## src/hw/rtl/lae_pkg.sv

```systemverilog
// shared types, constants and register codes of the linear adsr envelope block
// no dependencies
package lae_pkg;

    localparam int LEVEL_FRAC_BITS_DEF = 24;
    localparam int IO_LEVEL_W          = 25;
    localparam int CFG_STEP_W          = 25;
    localparam int CFG_MODE_W          = 2;
    localparam int CFG_IDX_W           = 3;

    localparam logic [CFG_IDX_W-1:0] REG_ATTACK_STEP  = 3'd0;
    localparam logic [CFG_IDX_W-1:0] REG_DECAY_STEP   = 3'd1;
    localparam logic [CFG_IDX_W-1:0] REG_RELEASE_STEP = 3'd2;
    localparam logic [CFG_IDX_W-1:0] REG_HOLD_LEVEL   = 3'd3;
    localparam logic [CFG_IDX_W-1:0] REG_START_MODE   = 3'd4;

    localparam logic [CFG_MODE_W-1:0] START_NORMAL      = 2'd0;
    localparam logic [CFG_MODE_W-1:0] START_SKIP_ATTACK = 2'd1;

    localparam logic [CFG_STEP_W-1:0] RST_ATTACK_STEP  = 25'd16777216;
    localparam logic [CFG_STEP_W-1:0] RST_DECAY_STEP   = 25'd16777216;
    localparam logic [CFG_STEP_W-1:0] RST_RELEASE_STEP = 25'd16777216;
    localparam logic [CFG_STEP_W-1:0] RST_HOLD_LEVEL   = 25'd8388608;
    localparam logic [CFG_MODE_W-1:0] RST_START_MODE   = START_NORMAL;

    typedef enum logic [2:0] {
        PH_IDLE    = 3'd0,
        PH_ATTACK  = 3'd1,
        PH_DECAY   = 3'd2,
        PH_SUSTAIN = 3'd3,
        PH_RELEASE = 3'd4
    } t_phase;

    typedef struct packed {
        logic [CFG_STEP_W-1:0] attack_step;
        logic [CFG_STEP_W-1:0] decay_step;
        logic [CFG_STEP_W-1:0] release_step;
        logic [CFG_STEP_W-1:0] hold_level;
        logic [CFG_MODE_W-1:0] start_mode;
    } t_cfg;

    typedef struct packed {
        logic opcode;
        logic stop;
    } t_in_item;

    typedef struct packed {
        logic [IO_LEVEL_W-1:0] level;
        logic                  active;
    } t_out_item;

endpackage

```

## src/hw/rtl/lae_ifs.sv

```systemverilog
// valid/ready channel interfaces: command input, level output, register write
// depends on lae_pkg
interface lae_in_if;
    logic valid;
    logic ready;
    logic opcode;
    logic stop;
    modport source (output valid, output opcode, output stop, input ready);
    modport sink   (input valid, input opcode, input stop, output ready);
endinterface

interface lae_out_if;
    logic                           valid;
    logic                           ready;
    logic [lae_pkg::IO_LEVEL_W-1:0] level;
    logic                           active;
    modport source (output valid, output level, output active, input ready);
    modport sink   (input valid, input level, input active, output ready);
endinterface

interface lae_cfg_if;
    logic                          valid;
    logic                          ready;
    logic [lae_pkg::CFG_IDX_W-1:0] index;
    logic [lae_pkg::CFG_STEP_W-1:0] data;
    modport source (output valid, output index, output data, input ready);
    modport sink   (input valid, input index, input data, output ready);
endinterface

```

## src/hw/rtl/linear_adsr_envelope.sv

```systemverilog
// Linear ADSR envelope generator. Each transaction on i_in is a sample tick
// (opcode 0, optionally with stop to release the key) or a note start
// (opcode 1, restarted as the start_mode register says) and yields exactly one
// transaction on o_out carrying the new level (1.0 is 2^LEVEL_FRAC_BITS,
// masked to 25 bits) and an active flag. A new transaction is taken every
// cycle unless a held result stalls it; the level passes the input register and
// the result register around the add or subtract, compare and clamp. Registers
// are written via i_cfg, always ready, by the user only while idle; not enforced.
// top level of the envelope block; depends on lae_pkg, lae_ifs, lae_cfg_regs
// and lae_core
module linear_adsr_envelope #(
    parameter int LEVEL_FRAC_BITS = lae_pkg::LEVEL_FRAC_BITS_DEF
) (
    input  logic       i_clk,
    input  logic       i_rst_n,
    lae_in_if.sink     i_in,
    lae_out_if.source  o_out,
    lae_cfg_if.sink    i_cfg
);
    import lae_pkg::*;

    t_cfg      cfg;
    t_in_item  in_item;
    t_out_item out_item;

    assign in_item.opcode = i_in.opcode;
    assign in_item.stop   = i_in.stop;
    assign o_out.level    = out_item.level;
    assign o_out.active   = out_item.active;

    lae_cfg_regs u_cfg_regs (
        .i_clk      (i_clk),
        .i_rst_n    (i_rst_n),
        .i_wr_valid (i_cfg.valid),
        .i_wr_index (i_cfg.index),
        .i_wr_data  (i_cfg.data),
        .o_wr_ready (i_cfg.ready),
        .o_cfg      (cfg)
    );

    lae_core #(
        .LEVEL_FRAC_BITS (LEVEL_FRAC_BITS)
    ) u_core (
        .i_clk       (i_clk),
        .i_rst_n     (i_rst_n),
        .i_cfg       (cfg),
        .i_in_valid  (i_in.valid),
        .i_in_item   (in_item),
        .o_in_ready  (i_in.ready),
        .o_out_valid (o_out.valid),
        .i_out_ready (o_out.ready),
        .o_out_item  (out_item)
    );

`ifndef SYNTH
    // idle envelope always reports zero
    a_idle_zero: assert property (@(posedge i_clk) disable iff (!i_rst_n)
        (o_out.valid && !o_out.active) |-> (o_out.level == '0))
        else $error("idle result with non-zero level");

    // input side only stalls behind a held result
    a_stall_cause: assert property (@(posedge i_clk) disable iff (!i_rst_n)
        !i_in.ready |-> (o_out.valid && !o_out.ready))
        else $error("input stalled without a pending result");

    // an item taken while no result is held yields a result via the input and result registers
    a_latency: assert property (@(posedge i_clk) disable iff (!i_rst_n)
        (i_in.valid && i_in.ready && !o_out.valid) |=> ##1 o_out.valid)
        else $error("result missing after accepted transaction");
`endif

endmodule

```

## src/hw/rtl/lae_cfg_regs.sv

```systemverilog
// configuration register file of the envelope block
// depends on lae_pkg
module lae_cfg_regs (
    input  logic                          i_clk,
    input  logic                          i_rst_n,
    input  logic                          i_wr_valid,
    input  logic [lae_pkg::CFG_IDX_W-1:0] i_wr_index,
    input  logic [lae_pkg::CFG_STEP_W-1:0] i_wr_data,
    output logic                          o_wr_ready,
    output lae_pkg::t_cfg                 o_cfg
);
    import lae_pkg::*;

    t_cfg r_cfg;
    t_cfg n_cfg;

    assign o_wr_ready = 1'b1;
    assign o_cfg      = r_cfg;

    always_comb begin
        n_cfg = r_cfg;
        if (i_wr_valid) begin
            case (i_wr_index)
                REG_ATTACK_STEP:  n_cfg.attack_step  = i_wr_data;
                REG_DECAY_STEP:   n_cfg.decay_step   = i_wr_data;
                REG_RELEASE_STEP: n_cfg.release_step = i_wr_data;
                REG_HOLD_LEVEL:   n_cfg.hold_level   = i_wr_data;
                REG_START_MODE:   n_cfg.start_mode   = i_wr_data[CFG_MODE_W-1:0];
                default:          n_cfg = r_cfg;
            endcase
        end
    end

    always_ff @(posedge i_clk) begin
        if (!i_rst_n) begin
            r_cfg.attack_step  <= RST_ATTACK_STEP;
            r_cfg.decay_step   <= RST_DECAY_STEP;
            r_cfg.release_step <= RST_RELEASE_STEP;
            r_cfg.hold_level   <= RST_HOLD_LEVEL;
            r_cfg.start_mode   <= RST_START_MODE;
        end else begin
            r_cfg <= n_cfg;
        end
    end

endmodule

```

## src/hw/rtl/lae_core.sv

```systemverilog
// envelope datapath: input register, phase and level state, result register
// depends on lae_pkg
module lae_core #(
    parameter int LEVEL_FRAC_BITS = lae_pkg::LEVEL_FRAC_BITS_DEF
) (
    input  logic               i_clk,
    input  logic               i_rst_n,
    input  lae_pkg::t_cfg      i_cfg,
    input  logic               i_in_valid,
    input  lae_pkg::t_in_item  i_in_item,
    output logic               o_in_ready,
    output logic               o_out_valid,
    input  logic               i_out_ready,
    output lae_pkg::t_out_item o_out_item
);
    import lae_pkg::*;

    localparam int LW = LEVEL_FRAC_BITS + 1;
    localparam int AW = ((LW > CFG_STEP_W) ? LW : CFG_STEP_W) + 1;
    localparam logic [AW-1:0] ONE = AW'(1) << LEVEL_FRAC_BITS;

    logic      r_in_valid;
    t_in_item  r_in_item;
    logic      r_out_valid;
    t_out_item r_out_item;
    t_phase    r_phase;
    logic [LW-1:0] r_level;

    t_phase        n_phase;
    t_phase        cur_phase;
    logic [AW-1:0] n_level;
    logic [AW-1:0] lvl;
    logic [AW-1:0] att;
    logic [AW-1:0] dec;
    logic [AW-1:0] rel;
    logic [AW-1:0] sus_raw;
    logic [AW-1:0] sus;
    logic          advance;

    assign advance     = r_in_valid && (!r_out_valid || i_out_ready);
    assign o_in_ready  = !r_in_valid || advance;
    assign o_out_valid = r_out_valid;
    assign o_out_item  = r_out_item;

    assign lvl     = AW'(r_level);
    assign att     = AW'(i_cfg.attack_step);
    assign dec     = AW'(i_cfg.decay_step);
    assign rel     = AW'(i_cfg.release_step);
    assign sus_raw = AW'(i_cfg.hold_level);
    assign sus     = (sus_raw > ONE) ? ONE : sus_raw;

    always_comb begin
        n_phase   = r_phase;
        n_level   = lvl;
        cur_phase = r_phase;
        if (r_in_item.opcode) begin
            case (i_cfg.start_mode)
                START_NORMAL: begin
                    n_level = '0;
                    n_phase = PH_ATTACK;
                end
                START_SKIP_ATTACK: begin
                    n_level = ONE;
                    n_phase = PH_DECAY;
                end
                default: begin
                    n_level = sus;
                    n_phase = PH_SUSTAIN;
                end
            endcase
        end else begin
            if (r_in_item.stop) begin
                cur_phase = PH_RELEASE;
            end
            n_phase = cur_phase;
            case (cur_phase)
                PH_ATTACK: begin
                    if (lvl + att >= ONE) begin
                        n_level = ONE;
                        n_phase = PH_DECAY;
                    end else begin
                        n_level = lvl + att;
                    end
                end
                PH_DECAY: begin
                    if (lvl <= sus + dec) begin
                        n_level = sus;
                        n_phase = PH_SUSTAIN;
                    end else begin
                        n_level = lvl - dec;
                    end
                end
                PH_SUSTAIN: begin
                    n_level = sus;
                end
                PH_RELEASE: begin
                    if (lvl <= rel) begin
                        n_level = '0;
                        n_phase = PH_IDLE;
                    end else begin
                        n_level = lvl - rel;
                    end
                end
                default: begin
                    n_level = '0;
                    n_phase = PH_IDLE;
                end
            endcase
        end
    end

    always_ff @(posedge i_clk) begin
        if (!i_rst_n) begin
            r_in_valid  <= 1'b0;
            r_out_valid <= 1'b0;
            r_phase     <= PH_IDLE;
            r_level     <= '0;
        end else begin
            if (o_in_ready) begin
                r_in_valid <= i_in_valid;
            end
            if (advance) begin
                r_out_valid <= 1'b1;
                r_phase     <= n_phase;
                r_level     <= n_level[LW-1:0];
            end else if (i_out_ready) begin
                r_out_valid <= 1'b0;
            end
        end
    end

    always_ff @(posedge i_clk) begin
        if (i_in_valid && o_in_ready) begin
            r_in_item <= i_in_item;
        end
        if (advance) begin
            r_out_item.level  <= n_level[IO_LEVEL_W-1:0];
            r_out_item.active <= (n_phase != PH_IDLE);
        end
    end

endmodule

```

## src/flat_wrapper.sv

```systemverilog
// flat-port wrapper written by rule: the top's interface ports become plain ports
module linear_adsr_envelope_flat import lae_pkg::*;
#(
    parameter int LEVEL_FRAC_BITS = lae_pkg::LEVEL_FRAC_BITS_DEF
)
  (i_clk, i_rst_n, i_in_valid, i_in_opcode, i_in_stop, i_in_ready, o_out_valid, o_out_level, o_out_active, o_out_ready, i_cfg_valid, i_cfg_index, i_cfg_data, i_cfg_ready);
  lae_in_if i_in_i ();
  lae_out_if o_out_i ();
  lae_cfg_if i_cfg_i ();
  input  logic i_clk;
  input  logic i_rst_n;
  input wire logic [$bits(i_in_i.valid)-1:0] i_in_valid;
  input wire logic [$bits(i_in_i.opcode)-1:0] i_in_opcode;
  input wire logic [$bits(i_in_i.stop)-1:0] i_in_stop;
  output wire logic [$bits(i_in_i.ready)-1:0] i_in_ready;
  output wire logic [$bits(o_out_i.valid)-1:0] o_out_valid;
  output wire logic [$bits(o_out_i.level)-1:0] o_out_level;
  output wire logic [$bits(o_out_i.active)-1:0] o_out_active;
  input wire logic [$bits(o_out_i.ready)-1:0] o_out_ready;
  input wire logic [$bits(i_cfg_i.valid)-1:0] i_cfg_valid;
  input wire logic [$bits(i_cfg_i.index)-1:0] i_cfg_index;
  input wire logic [$bits(i_cfg_i.data)-1:0] i_cfg_data;
  output wire logic [$bits(i_cfg_i.ready)-1:0] i_cfg_ready;
  assign i_in_i.valid = i_in_valid;
  assign i_in_i.opcode = i_in_opcode;
  assign i_in_i.stop = i_in_stop;
  assign i_in_ready = i_in_i.ready;
  assign o_out_valid = o_out_i.valid;
  assign o_out_level = o_out_i.level;
  assign o_out_active = o_out_i.active;
  assign o_out_i.ready = o_out_ready;
  assign i_cfg_i.valid = i_cfg_valid;
  assign i_cfg_i.index = i_cfg_index;
  assign i_cfg_i.data = i_cfg_data;
  assign i_cfg_ready = i_cfg_i.ready;
  linear_adsr_envelope #(.LEVEL_FRAC_BITS(LEVEL_FRAC_BITS)) u_core (.i_clk(i_clk), .i_rst_n(i_rst_n), .i_in(i_in_i), .o_out(o_out_i), .i_cfg(i_cfg_i));
endmodule
```

## config.mk

```make
export PLATFORM = sky130hd
export DESIGN_NAME = linear_adsr_envelope_flat
export DESIGN_NICKNAME = d
export VERILOG_FILES = /design/src/hw/rtl/lae_pkg.sv /design/src/hw/rtl/lae_ifs.sv /design/src/hw/rtl/linear_adsr_envelope.sv /design/src/hw/rtl/lae_cfg_regs.sv /design/src/hw/rtl/lae_core.sv /design/src/flat_wrapper.sv
export SDC_FILE = /design/constraint.sdc
export NUM_CORES = 1
export LEC_CHECK = 0
export BUFFER_PORTS_ARGS = -buffer_cell sky130_fd_sc_hd__buf_2
export CAP_MARGIN = 5
export CORE_MARGIN = 2
export CORE_UTILIZATION = 33
export DETAILED_ROUTE_END_ITERATION = 12
export HOLD_SLACK_MARGIN = 0.03
export PLACE_DENSITY = 0.51
export SYNTH_ARGS = -nofsm -noshare
export SYNTH_HDL_FRONTEND = slang
export SYNTH_SLANG_ARGS = --single-unit
```

## constraint.sdc

```tcl
create_clock -name i_clk -period 5.45 [get_ports i_clk]
set_input_delay 0.2725 -clock i_clk [delete_from_list [all_inputs] [get_ports i_clk]]
set_output_delay 0.2725 -clock i_clk [all_outputs]
set_load 0.02 [all_outputs]
```

==> results.tsv <==
metric	value	unit
die_w	202	um
dp_hpwl	37.8	mm
clockBufferDepth	2	
p_leak	6.44	nW
hold_path_class	input pin to register	
cts_tree	built	
status	finished with violations	
fmax	174	MHz
ys_warn_count	0	
wire_per_inst	21.0	um
placedCellCount	2278	
ys_types	91	
ys.flop_type	dfxtp_1	
power_frac_clock	38.4	%
design.core.area	38600	um^2
fin_crit	5.73	ns
final_core_util	40.6	%
crit_slowest_cell	a2111oi_4	
cpPeakStageDelay	0.37	ns
wl_met3	3.39	mm
initial_core_util	33.4	%
syn_to_final_growth	21.5	%
min_from	i_in_valid	
drt_iter0_drc	1062	
finalSetupTns	-8.78	ns
switching_share	33.6	%
slew_violations	0	
nNetsFinal	1959	
antennaDiodeCount	0	
highest_layer	met4	
h-tree-depth	4	
r2r_end	u_core.u_core.o_out_item[2]	
max_cap_violations	0	
wl_met1	22.7	mm
reg2reg_from	u_core.u_cfg_regs.o_cfg[25]	
place_area	14400	um^2
synth_edf_count	28	
antenna_found_initial	0	
crit_top_cell	buf_4	
setup_viol	51	
synth-seq-cells	160	
peakVddDrop	0.243	mV
syn_inst	1654	
tightest_slew	1.36	ns
setup_ws	-0.281	ns
grt_pass1_wl	73.2	mm
synth_area	12900	um^2
critPathMaxFanout	5	
ys_seq_area_share	27.0	%
ant_nets	0	
hold_path_depth	3	
dp_slack	-0.731	ns
hold_viol	0	
internal_power	2.23	mW
cts.clk_slew.worst_paths	0.08	ns
cellPowerDensity	214	nW/um^2
drive_above_1_share	17.7	%
vias	13000	
pwr-share-comb	23.5	%
finClkSkew	0.0214	ns
final_cell_count_no_fill	2327	
die_y	202	um
rsz0062_at_grt	true	
crit_type	register to register	
p_sw	1.13	mW
async_flop_share	0	%
fin_area	15700	um^2
route.met2.wl	21.3	mm
reg2reg_slack	-0.28	ns
ctsRootBufferMaster	clkbuf_16	
avgSynthCellArea	7.79	um^2
whs_endpoint	u_core.u_core.r_in_valid	
power	3.35	mW
drc	0	
cp.required	5.64	ns
startpoint_type	register	
seqPwrFrac	38.1	%
numCtsBuffers	17	
grt_overflow_total	0	
drt-total-wl	48.8	mm
drt-vias-per-instance	5.57	
whs	0.0728	ns
ioPinCount	64	
placementRows	72	
cp.arrival	5.92	ns
port-buffer-count	62	
max_slew_margin	8.78	%
clkLatencyLatePin	0.47	ns
first_pass_iters	7	
fillers	4058	
dieArea	40700	um^2
gp_congestion	0.944	
grt_pass1_vias	12300	
fin_crit_sh	105	%
grt_usage	23.7	%
clock_sink_count	160	
failed_checks	negative setup slack	
reg2reg_depth	28	
grt_max_degree	71	
cp-end-kind	register	
synth_nets	1817	
power groups by stage:
stage / Clock, mW / Combinational, mW / Sequential [mW]
after floorplan: 0 / 0.475 / 1.30
after global placement: 0 / 0.734 / 1.30
after detailed placement: 0 / 0.734 / 1.30
after CTS: 1.30 / 0.760 / 1.28
after global routing: 1.35 / 0.853 / 1.28
final: 1.29 / 0.787 / 1.28
synthesized netlist by cell type, types with 22 or more instances:
library cell	number	area (um^2)
a211oi_1	22	165
a21boi_0	97	728
a21o_1	37	278
a21oi_1	105	526
clkbuf_1	64	240
dfxtp_1	132	2640
edfxtp_1	28	841
ha_1	124	1550
inv_1	93	349
nand2_1	298	1120
nand3_1	46	230
nor2_1	95	357
nor2b_1	28	175
nor3_1	28	140
o21a_1	22	165
o21ai_0	61	305
xnor2_1	44	385
xor2_1	32	280
final cells by class:
class                   instances  area (um^2)  area share, %
multi-input cells            1333         9210           58.8
clock buffers                  17          425           2.72
repair buffers                191         1360           8.70
inverters                      93          349           2.23
well taps                     518          648           4.14
flip-flops and latches        160         3490           22.3
clock inverters                15          170           1.09
metal layers:
layer	GRT usage (%)	vias to the layer above
met2	36.7	435
li1	-	6254
met4	8.11	0
met5	0	-
met3	4.26	61
met1	33.0	6205
critical path, delay by kind of cell, from the launching register on:
family | cells | cell delay [ns]
compound gates | 15 | 2.70
xor+xnor | 1 | 0.16
fa+ha+maj | 2 | 0.49
buf+inv | 5 | 0.78
flops | 1 | 0.34
simple gates | 5 | 0.98
layout by cell type (no fill, tap or decap), drive strengths merged, types with 44 or more instances in the layout:
| master | netlist | routed |
|---|---|---|
| a21boi | 97 | 97 |
| dfxtp | 132 | 132 |
| a21oi | 106 | 106 |
| xnor2 | 44 | 44 |
| inv | 93 | 102 |
| nor2 | 95 | 95 |
| nand3 | 47 | 48 |
| o21ai | 71 | 71 |
| nand2 | 300 | 300 |
| ha | 124 | 124 |
| buf | 5 | 189 |
flip-flops by register name, indices dropped and copies added (netlist names):
signal and cells:
u_core.u_core.r_phase 3, u_core.u_core.o_out_item 26, u_core.u_core.r_in_valid 1, u_core.u_core.o_out_valid 1, u_core.u_core.r_level 25, u_core.u_cfg_regs.o_cfg 102
u_core.u_core.r_in_item 2
what timing repair did:
item                       in CTS  in global routing
pin swaps                      46                 32
hold buffers                    2                  0
gates resized for setup        54                 39
hold endpoints to repair        2                  0
setup endpoints to repair      52                 52
cloned                          0                  1
setup buffers                   8                  6
cell families (layout without fill, tap and decap cells):
group / Yosys count / count (layout) / share of synthesized area [%]
simple gates: 606 / 607 / 21.5
compound gates: 511 / 511 / 27.9
buf+inv: 162 / 316 / 4.95
flops: 160 / 160 / 27.0
fa+ha+maj: 128 / 128 / 12.7
xor+xnor: 76 / 76 / 5.16
mux: 10 / 10 / 0.796
other cells: 1 / 1 / 0.0291
worst max path at each step:
stage	to	cells after the start	slack [ns]	from
6_report	u_core.u_core.o_out_item[2]	28	-0.28	u_core.u_cfg_regs.o_cfg[25]
3_3_place_gp	u_core.u_core.o_out_item[23]	26	-0.65	u_core.u_cfg_regs.o_cfg[14]
2_1_floorplan	u_core.u_core.o_out_item[0]	26	0.01	u_core.u_cfg_regs.o_cfg[14]
5_1_grt	u_core.u_core.o_out_item[6]	28	-0.56	u_core.u_cfg_regs.o_cfg[25]
3_5_place_dp	u_core.u_core.o_out_item[0]	25	-0.73	u_core.u_cfg_regs.o_cfg[14]
4_1_cts	u_core.u_core.o_out_item[2]	27	-0.18	u_core.u_cfg_regs.o_cfg[25]
Power figures use the tool's default switching activity.
